[src/sv/tef_pkg.sv]
// Touch event filter: shared constants, codes and types.
// No dependencies.
`default_nettype none

package tef_pkg;

    localparam int SLOT_BITS      = 5;
    localparam int TIME_BITS      = 32;
    localparam int SLOP_BITS      = 8;
    localparam int TIMEOUT_BITS   = 16;
    localparam int CFG_IDX_BITS   = 1;
    localparam int CFG_DATA_BITS  = 16;

    localparam int DEF_SLOTS      = 32;
    localparam int DEF_COORD_BITS = 12;

    localparam logic [SLOP_BITS-1:0]    SLOP_RESET    = 8'd1;
    localparam logic [TIMEOUT_BITS-1:0] TIMEOUT_RESET = 16'd75;

    localparam logic [CFG_IDX_BITS-1:0] CFG_SLOP    = 1'd0;
    localparam logic [CFG_IDX_BITS-1:0] CFG_TIMEOUT = 1'd1;

    localparam logic [1:0] OP_REPORT = 2'd0;
    localparam logic [1:0] OP_STATUS = 2'd1;
    localparam logic [1:0] OP_TICK   = 2'd2;

    localparam logic [1:0] EV_NONE = 2'd0;
    localparam logic [1:0] EV_DOWN = 2'd1;
    localparam logic [1:0] EV_MOVE = 2'd2;
    localparam logic [1:0] EV_LIFT = 2'd3;

    localparam logic [1:0] KIND_BIRTH = 2'd0;
    localparam logic [1:0] KIND_DEATH = 2'd1;
    localparam logic [1:0] KIND_MOVE  = 2'd2;

    typedef struct packed {
        logic [SLOP_BITS-1:0]    slop;
        logic [TIMEOUT_BITS-1:0] timeout;
    } tef_cfg_t;

    typedef struct packed {
        logic                 rd_en;
        logic [SLOT_BITS-1:0] rd_addr;
        logic                 wr_en;
        logic [SLOT_BITS-1:0] wr_addr;
    } tef_ram_ctl_t;

endpackage

`default_nettype wire

[src/sv/tef_in_if.sv]
// Touch event filter: input channel (touch reports, status words, ticks).
// Depends on tef_pkg.
`default_nettype none

interface tef_in_if
    import tef_pkg::*;
#(
    parameter int CW = DEF_COORD_BITS
);
    logic                 valid;
    logic                 ready;
    logic [1:0]           opcode;
    logic [SLOT_BITS-1:0] slot;
    logic [1:0]           event_kind;
    logic [CW-1:0]        pos_x;
    logic [CW-1:0]        pos_y;
    logic [TIME_BITS-1:0] now_ms;

    modport source (output valid, opcode, slot, event_kind, pos_x, pos_y, now_ms,
                    input ready);
    modport sink   (input valid, opcode, slot, event_kind, pos_x, pos_y, now_ms,
                    output ready);
endinterface

`default_nettype wire

[src/sv/tef_out_if.sv]
// Touch event filter: output channel (birth, move and death events).
// Depends on tef_pkg.
`default_nettype none

interface tef_out_if
    import tef_pkg::*;
#(
    parameter int CW = DEF_COORD_BITS
);
    logic                 valid;
    logic                 ready;
    logic [SLOT_BITS-1:0] out_slot;
    logic [1:0]           out_kind;
    logic [CW-1:0]        out_x;
    logic [CW-1:0]        out_y;
    logic [TIME_BITS-1:0] out_time;
    logic                 last;

    modport source (output valid, out_slot, out_kind, out_x, out_y, out_time, last,
                    input ready);
    modport sink   (input valid, out_slot, out_kind, out_x, out_y, out_time, last,
                    output ready);
endinterface

`default_nettype wire

[src/sv/touch_event_filter_top.sv]
// Touch event filter, top level.
// Report: accept with slot read, then modify/write back and emit any event.
// Tick after timeout: one slot memory read/write per cycle while output is free.
// Status words, ignored ticks and out-of-range slots: no event.
// Reset clears live flags and loads config defaults; slot memory is not cleared.
// Depends on tef_pkg, tef_in_if, tef_out_if, tef_cfg_regs, tef_slot_ram.
`default_nettype none

module touch_event_filter_top
    import tef_pkg::*;
#(
    parameter int SLOTS      = DEF_SLOTS,
    parameter int COORD_BITS = DEF_COORD_BITS
)
(
    input  wire logic                     clk,
    input  wire logic                     rst_n,
    tef_in_if.sink                        in_ch,
    tef_out_if.source                     out_ch,
    input  wire logic                     cfg_we,
    input  wire logic [CFG_IDX_BITS-1:0]  cfg_index,
    input  wire logic [CFG_DATA_BITS-1:0] cfg_data
);

    localparam int AW = (SLOTS > 1) ? $clog2(SLOTS) : 1;
    localparam int CW = COORD_BITS;

    typedef struct packed {
        logic [1:0]           kind;
        logic [CW-1:0]        x;
        logic [CW-1:0]        y;
        logic [TIME_BITS-1:0] ev;
        logic [TIME_BITS-1:0] rcv;
        logic [TIME_BITS-1:0] snd;
    } entry_t;

    typedef enum logic {ST_IDLE, ST_EXEC} state_t;

    tef_cfg_t     cfg;
    tef_ram_ctl_t ram_ctl;
    entry_t       rd_ent;
    entry_t       wr_ent;

    state_t               state_reg,    state_next;
    logic                 tick_reg,     tick_next;
    logic [AW-1:0]        addr_reg,     addr_next;
    logic [1:0]           ek_reg,       ek_next;
    logic [CW-1:0]        x_reg,        x_next;
    logic [CW-1:0]        y_reg,        y_next;
    logic [TIME_BITS-1:0] now_reg,      now_next;
    logic [TIME_BITS-1:0] latest_reg,   latest_next;
    logic [SLOTS-1:0]     live_reg,     live_next;
    logic                 ov_reg,       ov_next;
    logic [SLOT_BITS-1:0] oslot_reg,    oslot_next;
    logic [1:0]           okind_reg,    okind_next;
    logic [CW-1:0]        ox_reg,       ox_next;
    logic [CW-1:0]        oy_reg,       oy_next;
    logic [TIME_BITS-1:0] otime_reg,    otime_next;
    logic                 olast_reg,    olast_next;

    logic                 slot_ok;
    logic                 quiet;
    logic                 can_go;
    logic                 live_s;
    logic [CW-1:0]        dx;
    logic [CW-1:0]        dy;
    logic                 far;
    logic                 do_birth;
    logic                 do_move;
    logic                 do_death;
    logic [TIME_BITS-1:0] since_send;
    logic [TIME_BITS-1:0] twice;
    logic                 any_above;

    tef_cfg_regs u_cfg (
        .clk       (clk),
        .rst_n     (rst_n),
        .cfg_we    (cfg_we),
        .cfg_index (cfg_index),
        .cfg_data  (cfg_data),
        .cfg       (cfg)
    );

    tef_slot_ram #(
        .DEPTH (SLOTS),
        .AW    (AW),
        .DW    ($bits(entry_t))
    ) u_ram (
        .clk     (clk),
        .ctl     (ram_ctl),
        .wr_data (wr_ent),
        .rd_data (rd_ent)
    );

    assign slot_ok = {1'b0, in_ch.slot} < (SLOT_BITS + 1)'(SLOTS);
    assign quiet   = (in_ch.now_ms - latest_reg) > {{(TIME_BITS-TIMEOUT_BITS){1'b0}}, cfg.timeout};
    assign can_go  = !ov_reg || out_ch.ready;
    assign live_s  = live_reg[addr_reg];

    assign dx  = (rd_ent.x > x_reg) ? rd_ent.x - x_reg : x_reg - rd_ent.x;
    assign dy  = (rd_ent.y > y_reg) ? rd_ent.y - y_reg : y_reg - rd_ent.y;
    assign far = (dx > CW'(cfg.slop)) || (dy > CW'(cfg.slop));

    assign do_birth = (ek_reg == EV_DOWN) || ((ek_reg == EV_MOVE) && !live_s);
    assign do_move  = (ek_reg == EV_MOVE) && live_s && ((rd_ent.kind == KIND_BIRTH) || far);
    assign do_death = (ek_reg == EV_LIFT) && live_s;

    assign since_send = now_reg - rd_ent.snd;
    assign twice      = {{(TIME_BITS-TIMEOUT_BITS-1){1'b0}}, cfg.timeout, 1'b0};

    always_comb
    begin
        any_above = 1'b0;
        for (int j = 0; j < SLOTS; j++)
        begin
            if (((AW + 1)'(j) > {1'b0, addr_reg}) && live_reg[j])
            begin
                any_above = 1'b1;
            end
        end
    end

    always_comb
    begin
        state_next  = state_reg;
        tick_next   = tick_reg;
        addr_next   = addr_reg;
        ek_next     = ek_reg;
        x_next      = x_reg;
        y_next      = y_reg;
        now_next    = now_reg;
        latest_next = latest_reg;
        live_next   = live_reg;
        ov_next     = ov_reg;
        oslot_next  = oslot_reg;
        okind_next  = okind_reg;
        ox_next     = ox_reg;
        oy_next     = oy_reg;
        otime_next  = otime_reg;
        olast_next  = olast_reg;
        ram_ctl     = '0;
        wr_ent      = rd_ent;

        if (out_ch.ready)
        begin
            ov_next = 1'b0;
        end

        case (state_reg)
            ST_IDLE:
            begin
                if (in_ch.valid)
                begin
                    ek_next  = in_ch.event_kind;
                    x_next   = in_ch.pos_x;
                    y_next   = in_ch.pos_y;
                    now_next = in_ch.now_ms;
                    if ((in_ch.opcode == OP_REPORT) && slot_ok)
                    begin
                        latest_next     = in_ch.now_ms;
                        addr_next       = in_ch.slot[AW-1:0];
                        tick_next       = 1'b0;
                        ram_ctl.rd_en   = 1'b1;
                        ram_ctl.rd_addr = in_ch.slot;
                        state_next      = ST_EXEC;
                    end
                    else if ((in_ch.opcode == OP_TICK) && quiet && (|live_reg))
                    begin
                        addr_next       = '0;
                        tick_next       = 1'b1;
                        ram_ctl.rd_en   = 1'b1;
                        ram_ctl.rd_addr = '0;
                        state_next      = ST_EXEC;
                    end
                end
            end

            ST_EXEC:
            begin
                if (can_go)
                begin
                    ram_ctl.wr_addr = SLOT_BITS'(addr_reg);
                    oslot_next      = SLOT_BITS'(addr_reg);
                    if (!tick_reg)
                    begin
                        ram_ctl.wr_en = 1'b1;
                        wr_ent.rcv    = now_reg;
                        if (do_birth || do_move)
                        begin
                            wr_ent.kind = do_birth ? KIND_BIRTH : KIND_MOVE;
                            wr_ent.x    = x_reg;
                            wr_ent.y    = y_reg;
                            wr_ent.ev   = now_reg;
                            wr_ent.snd  = now_reg;
                            live_next[addr_reg] = 1'b1;
                        end
                        else if (do_death)
                        begin
                            wr_ent.kind = KIND_DEATH;
                            wr_ent.snd  = now_reg;
                            live_next[addr_reg] = 1'b0;
                        end
                        if (do_birth || do_move || do_death)
                        begin
                            ov_next    = 1'b1;
                            okind_next = wr_ent.kind;
                            ox_next    = wr_ent.x;
                            oy_next    = wr_ent.y;
                            otime_next = wr_ent.ev;
                            olast_next = 1'b1;
                        end
                        state_next = ST_IDLE;
                    end
                    else
                    begin
                        if (live_s)
                        begin
                            ram_ctl.wr_en = 1'b1;
                            wr_ent.kind   = KIND_DEATH;
                            wr_ent.ev     = (since_send > twice) ? rd_ent.rcv : rd_ent.ev;
                            wr_ent.snd    = rd_ent.rcv;
                            live_next[addr_reg] = 1'b0;
                            ov_next    = 1'b1;
                            okind_next = KIND_DEATH;
                            ox_next    = rd_ent.x;
                            oy_next    = rd_ent.y;
                            otime_next = wr_ent.ev;
                            olast_next = !any_above;
                        end
                        if (addr_reg == AW'(SLOTS - 1))
                        begin
                            state_next = ST_IDLE;
                        end
                        else
                        begin
                            addr_next       = addr_reg + 1'b1;
                            ram_ctl.rd_en   = 1'b1;
                            ram_ctl.rd_addr = SLOT_BITS'(addr_reg + 1'b1);
                        end
                    end
                end
            end

            default:
            begin
                state_next = ST_IDLE;
            end
        endcase
    end

    always_ff @(posedge clk or negedge rst_n)
    begin
        if (!rst_n)
        begin
            state_reg  <= ST_IDLE;
            tick_reg   <= 1'b0;
            addr_reg   <= '0;
            ek_reg     <= EV_NONE;
            x_reg      <= '0;
            y_reg      <= '0;
            now_reg    <= '0;
            latest_reg <= '0;
            live_reg   <= '0;
            ov_reg     <= 1'b0;
            oslot_reg  <= '0;
            okind_reg  <= KIND_BIRTH;
            ox_reg     <= '0;
            oy_reg     <= '0;
            otime_reg  <= '0;
            olast_reg  <= 1'b0;
        end
        else
        begin
            state_reg  <= state_next;
            tick_reg   <= tick_next;
            addr_reg   <= addr_next;
            ek_reg     <= ek_next;
            x_reg      <= x_next;
            y_reg      <= y_next;
            now_reg    <= now_next;
            latest_reg <= latest_next;
            live_reg   <= live_next;
            ov_reg     <= ov_next;
            oslot_reg  <= oslot_next;
            okind_reg  <= okind_next;
            ox_reg     <= ox_next;
            oy_reg     <= oy_next;
            otime_reg  <= otime_next;
            olast_reg  <= olast_next;
        end
    end

    assign in_ch.ready     = (state_reg == ST_IDLE);
    assign out_ch.valid    = ov_reg;
    assign out_ch.out_slot = oslot_reg;
    assign out_ch.out_kind = okind_reg;
    assign out_ch.out_x    = ox_reg;
    assign out_ch.out_y    = oy_reg;
    assign out_ch.out_time = otime_reg;
    assign out_ch.last     = olast_reg;

endmodule

`default_nettype wire

[src/sv/tef_cfg_regs.sv]
// Touch event filter: slop and timeout configuration registers.
// Depends on tef_pkg.
`default_nettype none

module tef_cfg_regs
    import tef_pkg::*;
(
    input  wire logic                     clk,
    input  wire logic                     rst_n,
    input  wire logic                     cfg_we,
    input  wire logic [CFG_IDX_BITS-1:0]  cfg_index,
    input  wire logic [CFG_DATA_BITS-1:0] cfg_data,
    output tef_cfg_t                      cfg
);

    tef_cfg_t cfg_reg;

    always_ff @(posedge clk or negedge rst_n)
    begin
        if (!rst_n)
        begin
            cfg_reg.slop    <= SLOP_RESET;
            cfg_reg.timeout <= TIMEOUT_RESET;
        end
        else if (cfg_we)
        begin
            case (cfg_index)
                CFG_SLOP:    cfg_reg.slop    <= cfg_data[SLOP_BITS-1:0];
                CFG_TIMEOUT: cfg_reg.timeout <= cfg_data[TIMEOUT_BITS-1:0];
                default:     ;
            endcase
        end
    end

    assign cfg = cfg_reg;

endmodule

`default_nettype wire

[src/sv/tef_slot_ram.sv]
// Touch event filter: per-slot state memory, one write and one registered read port.
// Depends on tef_pkg.
`default_nettype none

module tef_slot_ram
    import tef_pkg::*;
#(
    parameter int DEPTH = DEF_SLOTS,
    parameter int AW    = 5,
    parameter int DW    = 8
)
(
    input  wire logic          clk,
    input  wire tef_ram_ctl_t  ctl,
    input  wire logic [DW-1:0] wr_data,
    output logic [DW-1:0]      rd_data
);

    logic [DW-1:0] mem [DEPTH];
    logic [DW-1:0] rd_data_reg;

    always_ff @(posedge clk)
    begin
        if (ctl.wr_en)
        begin
            mem[ctl.wr_addr[AW-1:0]] <= wr_data;
        end
        if (ctl.rd_en)
        begin
            rd_data_reg <= mem[ctl.rd_addr[AW-1:0]];
        end
    end

    assign rd_data = rd_data_reg;

endmodule

`default_nettype wire

[src/flat_wrapper.sv]
// flat-port wrapper written by rule: the top's interface ports become plain ports
module touch_event_filter_top_flat import tef_pkg::*;
#(
    parameter int SLOTS      = DEF_SLOTS,
    parameter int COORD_BITS = DEF_COORD_BITS
)
  (clk, rst_n, cfg_we, cfg_index, cfg_data, in_ch_valid, in_ch_opcode, in_ch_slot, in_ch_event_kind, in_ch_pos_x, in_ch_pos_y, in_ch_now_ms, in_ch_ready, out_ch_valid, out_ch_out_slot, out_ch_out_kind, out_ch_out_x, out_ch_out_y, out_ch_out_time, out_ch_last, out_ch_ready);
  tef_in_if in_ch_i ();
  tef_out_if out_ch_i ();
  input  wire logic clk;
  input  wire logic rst_n;
  input  wire logic cfg_we;
  input  wire logic [CFG_IDX_BITS-1:0] cfg_index;
  input  wire logic [CFG_DATA_BITS-1:0] cfg_data;
  input wire logic [$bits(in_ch_i.valid)-1:0] in_ch_valid;
  input wire logic [$bits(in_ch_i.opcode)-1:0] in_ch_opcode;
  input wire logic [$bits(in_ch_i.slot)-1:0] in_ch_slot;
  input wire logic [$bits(in_ch_i.event_kind)-1:0] in_ch_event_kind;
  input wire logic [$bits(in_ch_i.pos_x)-1:0] in_ch_pos_x;
  input wire logic [$bits(in_ch_i.pos_y)-1:0] in_ch_pos_y;
  input wire logic [$bits(in_ch_i.now_ms)-1:0] in_ch_now_ms;
  output wire logic [$bits(in_ch_i.ready)-1:0] in_ch_ready;
  output wire logic [$bits(out_ch_i.valid)-1:0] out_ch_valid;
  output wire logic [$bits(out_ch_i.out_slot)-1:0] out_ch_out_slot;
  output wire logic [$bits(out_ch_i.out_kind)-1:0] out_ch_out_kind;
  output wire logic [$bits(out_ch_i.out_x)-1:0] out_ch_out_x;
  output wire logic [$bits(out_ch_i.out_y)-1:0] out_ch_out_y;
  output wire logic [$bits(out_ch_i.out_time)-1:0] out_ch_out_time;
  output wire logic [$bits(out_ch_i.last)-1:0] out_ch_last;
  input wire logic [$bits(out_ch_i.ready)-1:0] out_ch_ready;
  assign in_ch_i.valid = in_ch_valid;
  assign in_ch_i.opcode = in_ch_opcode;
  assign in_ch_i.slot = in_ch_slot;
  assign in_ch_i.event_kind = in_ch_event_kind;
  assign in_ch_i.pos_x = in_ch_pos_x;
  assign in_ch_i.pos_y = in_ch_pos_y;
  assign in_ch_i.now_ms = in_ch_now_ms;
  assign in_ch_ready = in_ch_i.ready;
  assign out_ch_valid = out_ch_i.valid;
  assign out_ch_out_slot = out_ch_i.out_slot;
  assign out_ch_out_kind = out_ch_i.out_kind;
  assign out_ch_out_x = out_ch_i.out_x;
  assign out_ch_out_y = out_ch_i.out_y;
  assign out_ch_out_time = out_ch_i.out_time;
  assign out_ch_last = out_ch_i.last;
  assign out_ch_i.ready = out_ch_ready;
  touch_event_filter_top #(.SLOTS(SLOTS), .COORD_BITS(COORD_BITS)) u_core (.clk(clk), .rst_n(rst_n), .in_ch(in_ch_i), .out_ch(out_ch_i), .cfg_we(cfg_we), .cfg_index(cfg_index), .cfg_data(cfg_data));
endmodule
[config.mk]
export PLATFORM = sky130hd
export DESIGN_NAME = touch_event_filter_top_flat
export DESIGN_NICKNAME = d
export VERILOG_FILES = /design/src/sv/tef_pkg.sv /design/src/sv/tef_in_if.sv /design/src/sv/tef_out_if.sv /design/src/sv/touch_event_filter_top.sv /design/src/sv/tef_cfg_regs.sv /design/src/sv/tef_slot_ram.sv /design/src/flat_wrapper.sv
export SDC_FILE = /design/constraint.sdc
export NUM_CORES = 2
export LEC_CHECK = 0
export BUFFER_PORTS_ARGS = -buffer_cell sky130_fd_sc_hd__buf_2
export CORE_UTILIZATION = 30
export DETAILED_ROUTE_END_ITERATION = 10
export HOLD_SLACK_MARGIN = 0.02
export SYNTH_ARGS = -nofsm -noshare
export SYNTH_HDL_FRONTEND = slang
export SYNTH_SLANG_ARGS = --single-unit
[constraint.sdc]
create_clock -name clk -period 27.2 [get_ports clk]
set_input_delay 0 -clock clk [delete_from_list [all_inputs] [get_ports clk]]
set_output_delay 0 -clock clk [all_outputs]
set_load 0.03 [all_outputs]
# == Word level (Yosys, flattened, before mapping) ==
# Memories as Yosys holds them, arrays and structs flattened. A register that Yosys moved wholly into a read port is not among the register bits.
# Index checks and enable logic that the tools add are counted.
# word_totals
out_inout_bits,66
memories,1
inputBits,87
elab_cells,250
register_bits,218
mem_bits_rw,3904
# classes
n_eq_ne,11
n_reduce_logical,62
bitwise_logic,5
muxes,107
magnitude_cmp,39
addsub,7
# mem_list
name,depth,width,read_ports,rd_ports_with_merged_regs,wr,line_no,text
u_core.u_ram.mem,32,122,1,1,1,tef_slot_ram.sv:19,logic [DW-1:0] mem [DEPTH];
# op_table
cell,n
two-way mux 32 bit,15
two-way mux 122 bit,2
two-way mux 12 bit,9
"> comparator 5 bit, first input constant",16
subtractor 32 bit,2
two-way mux 56 bit,1
two-way mux 1 bit,54
subtractor 12 bit,4
"> comparator 4 x 5 -> 1 bit, first input constant",8
logical AND 1 bit,38
two-way mux 6 bit,6
AND 32 bit,1
> comparator 32 x 16 -> 1 bit,1
> comparator 32 x 17 -> 1 bit,1
inverter 32 bit,1
bitwise OR 32 bit,1
OR reduction 32 bit,1
two-way mux 5 bit,6
> comparator 12 bit,2
> comparator 12 x 8 -> 1 bit,2
two-way mux 24 bit,1
"> comparator 3 x 5 -> 1 bit, first input constant",4
two-way mux 2 bit,8
case mux 6 bit (2 select lines),1
24 further kinds,46

# == Longest topological paths before layout ==
# logic_depth
ltp_word,36
mapped_depth,27
ltp_nobuf,25

# == Modules after synthesis ==
# A second synthesis with hierarchy kept.
# hier_totals
hier_cells,9654
hier_area_um2,171673.4
# by_module_without_submodules
module,n_inst,seq_area_each_um2,cells_each,area_per_inst_um2
tef_slot_ram,1,120895.9,7099,151760.6
touch_event_filter_top,1,4854.7,2503,19008.2
tef_cfg_regs,1,606.8,52,904.6

# == Least setup slack after synthesis ==
# Ideal clock, no wire load.
# synth_timing
path_type,reg-to-reg
start,reg u_core.addr_reg[2]
end,"mem u_core.u_ram.mem[22][0] in the netlist's numbering, enable pin"
setup_slack_ns,16.493
setup_time_ns,0.752
t_arrival_ns,9.955
t_required_ns,26.448
synth_period_minus_slack_ns,10.707
path_stages_with_launch,7
n_path_buf,4
cell_sequence,dfrtp_1 clkbuf_1 clkbuf_1 clkbuf_1 clkbuf_1 nand2_1 nor3_1
# synth_between
elab_chain_len,8
# synth_rtl
element,line_no,text
start: declaration,touch_event_filter_top.sv:46,"logic [AW-1:0] addr_reg, addr_next;"
start signal: assignment,touch_event_filter_top.sv:276,addr_reg <= addr_next;
binary-select mux 1 bit (select 5 bit),touch_event_filter_top.sv:98,assign live_s = live_reg[addr_reg];
two-way mux 1 bit (implied by the code),touch_event_filter_top.sv:98,
two-way mux 1 bit,touch_event_filter_top.sv:216,if (live_s)
two-way mux 1 bit,touch_event_filter_top.sv:184,if (!tick_reg)
two-way mux 12 bit (*),touch_event_filter_top.sv:180,if (can_go)
two-way mux 6 bit (*),touch_event_filter_top.sv:149,case (state_reg)
two-way mux 1 bit,tef_slot_ram.sv:24,if (ctl.wr_en)
two-way mux 1 bit (implied by the code),tef_slot_ram.sv:26,mem[ctl.wr_addr[AW-1:0]] <= wr_data;
end: declaration,tef_slot_ram.sv:19,
# Every way passes the cells marked *; elsewhere a longest branch is shown, timed or not. The select of a mux whose other input is x is not followed.

# == Worst setup path in the final report ==
# layout_timing
start,"reg u_core.u_ram.rd_data_reg[96], in the netlist u_core.u_ram.rd_data[96], read port of u_core.u_ram.mem"
end,"mem u_core.u_ram.mem[20][87] in the netlist's numbering, data pin"
# layout_between
elab_chain_len,11
elab_cells_between_ends,13
classes_between,add/sub (2); order compare (2); mux (5); reduce/logical (4)
# layout_rtl
element,line_no,text
start: declaration,tef_slot_ram.sv:20,logic [DW-1:0] rd_data_reg;
subtractor 12 bit or > comparator 12 bit (tied branches),touch_event_filter_top.sv:101,assign dy = (rd_ent.y > y_reg) ? rd_ent.y - y_reg : y_reg - rd_ent.y;
two-way mux 12 bit (*),touch_event_filter_top.sv:101,
> comparator 12 x 8 -> 1 bit (*),touch_event_filter_top.sv:102,assign far = (dx > CW'(cfg.slop)) || (dy > CW'(cfg.slop));
logical OR 1 bit (*),touch_event_filter_top.sv:102,
logical OR 1 bit (*),touch_event_filter_top.sv:105,assign do_move = (ek_reg == EV_MOVE) && live_s && ((rd_ent.kind == KIND_BIRTH) || far);
logical AND 1 bit (*),touch_event_filter_top.sv:105,
logical OR 1 bit (*),touch_event_filter_top.sv:188,if (do_birth || do_move)
two-way mux 56 bit (*),touch_event_filter_top.sv:188,
two-way mux 32 bit (*),touch_event_filter_top.sv:184,
two-way mux 122 bit (*),touch_event_filter_top.sv:180,
two-way mux 122 bit (*),touch_event_filter_top.sv:149,
named net u_core.u_ram.wr_data[87],tef_slot_ram.sv:15,"input wire logic [DW-1:0] wr_data,"
# Mark *: on every way through the listed nets, which the timed path passes. The rest lies on a longest branch.

==> summary.md <==
| Metric | Value |
|---|---|
| Rel. slew slack | `2.26%` |
| Post-route minimum period | `8.12 ns` |
| Root Buffer | `clkbuf_16` |
| Pin count of the biggest net entering global routing | `133` |
| Worst skew pair latency | `1.03 ns` |
| Worst Tran Pin Value | `1.47 ns` |
| Die Height | `766 um` |
| Initial antenna violation count | `34` |
| CP endpoint kind | `register` |
| Max reg flops | `3904` |
| IO Pins | `153` |
| Layout Nets | `11000` |
| Clk slew on worst S/H paths | `0.07 ns` |
| Die area | `587000 um2` |
| Maxcap violations | `0` |
| CP arrival | `8.75 ns` |
| Reg2Reg Depth | `22` |
| Mapped cell area | `175000 um2` |
| Post-synth top flop | `edfxtp_1` |
| Core footprint | `582000 um2` |
| Status | `finished, final reports clean` |
| RSZ-0062 raised after global routing | `false` |
| Power Total | `23.4 mW` |
| Routed vias/inst | `5.44` |
| Final Hold Vio Count | `0` |
| Power per cell area | `116 nW/um2` |
| Hold Crit Class | `primary input to register` |
| Initial Utilization | `30.1%` |
| Min-Delay Path Depth | `4` |
| Routed WL | `557 mm` |
| Layout cell share with drive strength beyond 1 | `20.3%` |
| Worst VDD drop | `0.0852 mV` |
| Rows | `280` |
| Critical path fanouts, max | `34` |
| FF+latch count, synth | `4244` |
| Detailed-route via count | `103000` |
| Register Area | `126000 um2` |
| TNS Setup | `0 ns` |
| RePlAce Congestion | `0.853` |
| Number of global-route vias before repair | `99700` |
| Net Count, Synth | `10600` |
| Leak | `66.1 nW` |
| Synthesized netlist cell count | `10300` |
| TritonCTS clock tree | `done` |
| Post-route DRC | `0` |
| CP Launch Type | `register` |
| First-pass DRT Iterations | `9` |
| Critical path type | `register to register` |
| DR WL/cell | `29.5 um` |
| Number of DRC markers in iteration 0 | `14300` |
| Global-route wire length before repair | `777 mm` |
| Yosys Warn Count | `0` |
| Register area share after synthesis | `72.1%` |
| CTS buffer count | `424` |
| Fin crit share | `29.8%` |
| Final Max Tran Viols | `0` |
| HPWL after DPL | `296 mm` |
| Final setup fails | `0` |
| Total Routing Usage GR | `18.3%` |
| Syn Area/Cell | `17.0 um2` |
| Max clock buf depth | `4` |
| Post-synth EDFFs | `4026` |
| Width of the die | `766 um` |
| Footprint of the multi-input gates | `46300 um2` |
| Clock sink count | `4244` |
| Area delta synth->final | `15.5%` |
| Final Skew | `0.0861 ns` |
| Fillers | `54700` |
| Async S/R FF share, synth | `5.14%` |
| Total grt overflow | `0` |
| Highest Clock Rate | `123 MHz` |
| H-tree depth | `5` |
| Critical path required time | `27.83 ns` |
| DRT antenna net count | `0` |
| PortBufs | `152` |
| Netlist cell types | `97` |
worst max-delay path, cell delays in order, from the launching register on:
cell and delay [ns]:
edfxtp_1 0.42, inv_1 0.10, ha_1 0.17, inv_1 0.05, fa_1 0.42, a211oi_1 0.33, o211ai_1 0.24, a32oi_2 0.69
mux2i_1 0.44, xor2_1 0.19, ha_1 0.28, a21oi_1 0.14, o21ai_0 0.11, o22a_1 0.21, a2111o_1 0.32, nor4b_1 0.25
nand4_1 0.49, nor4b_4 0.39, buf_4 0.55, buf_4 0.54, nand2_1 0.10, a21oi_1 0.37, a221o_1 0.91
path summary, 6_finish.rpt:
| path | start | endpoint | slack, ns |
|---|---|---|---|
| setup / recovery | u_core.u_ram.rd_data[96] | u_core.u_ram.mem[20][87] | 19.08 |
| hold / removal | in_ch_now_ms[22] | u_core.now_reg[22] | 0.04 |
| setup reg to reg | u_core.u_ram.rd_data[96] | u_core.u_ram.mem[20][87] | 19.08 |
| hold reg to reg | u_core.out_ch.out_slot[3] | u_core.out_ch.out_slot[3] | 0.48 |
| max in group asynchronous | rst_n | u_core.tick_reg | 25.85 |
| min in group asynchronous | rst_n | u_core.out_ch.out_kind[0] | 0.36 |
stage by stage:
| stage | cells | cell area, um2 | worst slack, ns | util [%] | hold slack, ns |
|---|---|---|---|---|---|
| after global routing | 18900 | 202000 | 18.69 | 34.8 | 0.0515 |
| final | 18900 | 202000 | 19.08 | 34.8 | 0.0420 |
| after floorplan | 10300 | 175000 | 16.49 | - | -0.296 |
| after detailed placement | 17900 | 186000 | 19.27 | 32.0 | 0.0715 |
| after CTS | 18800 | 202000 | 19.19 | 34.8 | 0.0253 |
| after global placement | 17900 | 186000 | 19.26 | 32.0 | 0.0716 |
synth_stat cells, types with 8 or more instances:
cell type | count | area [um2]
a211o_1 | 34 | 298
a211oi_1 | 57 | 428
a21o_1 | 45 | 338
a21oi_1 | 227 | 1140
a221o_1 | 61 | 611
a221oi_1 | 49 | 429
a31oi_1 | 56 | 350
a32oi_1 | 37 | 324
and2_1 | 24 | 150
and3_1 | 18 | 113
buf_1 | 118 | 443
buf_2 | 86 | 430
clkbuf_1 | 432 | 1620
dfrtp_1 | 213 | 5330
edfxtp_1 | 4026 | 121000
ha_1 | 161 | 2010
inv_1 | 175 | 657
mux2_1 | 11 | 124
mux2_2 | 52 | 586
mux2i_1 | 86 | 861
mux4_2 | 984 | 22200
nand2_1 | 1686 | 6330
nand2b_1 | 13 | 81.3
nand3_1 | 732 | 3660
nand4_1 | 33 | 206
nor2_1 | 172 | 646
nor2b_1 | 26 | 163
nor3_1 | 22 | 110
o211ai_1 | 20 | 150
o21a_1 | 26 | 195
o21ai_0 | 326 | 1630
o21ai_1 | 23 | 115
o21bai_1 | 13 | 97.6
o221a_1 | 8 | 90.1
o221a_2 | 26 | 293
o22ai_1 | 42 | 263
or2_2 | 8 | 50.1
or3_1 | 8 | 50.1
xnor2_1 | 28 | 245
xor2_1 | 25 | 219
routing by layer:
metal | vias to the layer above | track usage, % | wire [um]
li1 | 41600 | - | -
met1 | 54500 | 25.0 | 222000
met2 | 5604 | 29.3 | 259000
met3 | 1018 | 2.99 | 51300
met4 | 12 | 6.79 | 23500
met5 | - | 0 | 360
where the power goes:
part / total (mW) / switching (mW) / internal, mW / leakage [nW]
sequential: 9.92 / 0.550 / 9.37 / 38.9
combinational: 7.56 / 5.15 / 2.41 / 20.4
clock: 5.96 / 2.57 / 3.40 / 6.86
layout make-up:
cell class                 instances  area share, %
sequential                      4244           62.4
multi-input combinational       5251           22.9
clock buffer                     539           5.57
tap                             7755           4.79
timing repair buffer             623           2.56
clock inverter                   257           1.39
inverter                         179          0.332
antenna                           10         0.0124
cell usage in the layout, fill, tap and decap left out, types with 82 or more instances in the layout:
master         count
a21oi_1          209
buf_2            151
buf_4            241
clkbuf_1          94
clkbuf_16        426
clkinv_2          82
dfrtp_1          210
dlygate4sd3_1    201
edfxtp_1        4026
ha_1             161
inv_1            175
mux2i_1           86
mux4_2           984
nand2_1         1681
nand3_1          732
nor2_1           136
o21ai_0          319
repair_timing:
item,CTS,global route
hold buffers,202,0
gates resized for setup,0,0
buffers inserted,0,0
endpoints found under the hold margin,338,0
cell families after synthesis:
logic type      after synthesis  synth area share [%]
compound gates             1116                  4.20
xor+xnor                     53                 0.265
fa+ha+maj                   168                  1.22
buf+inv                     827                  1.87
flops                      4244                  72.1
mux                        1135                  13.6
simple gates               2779                  6.78
Power figures use the tool's default switching activity.
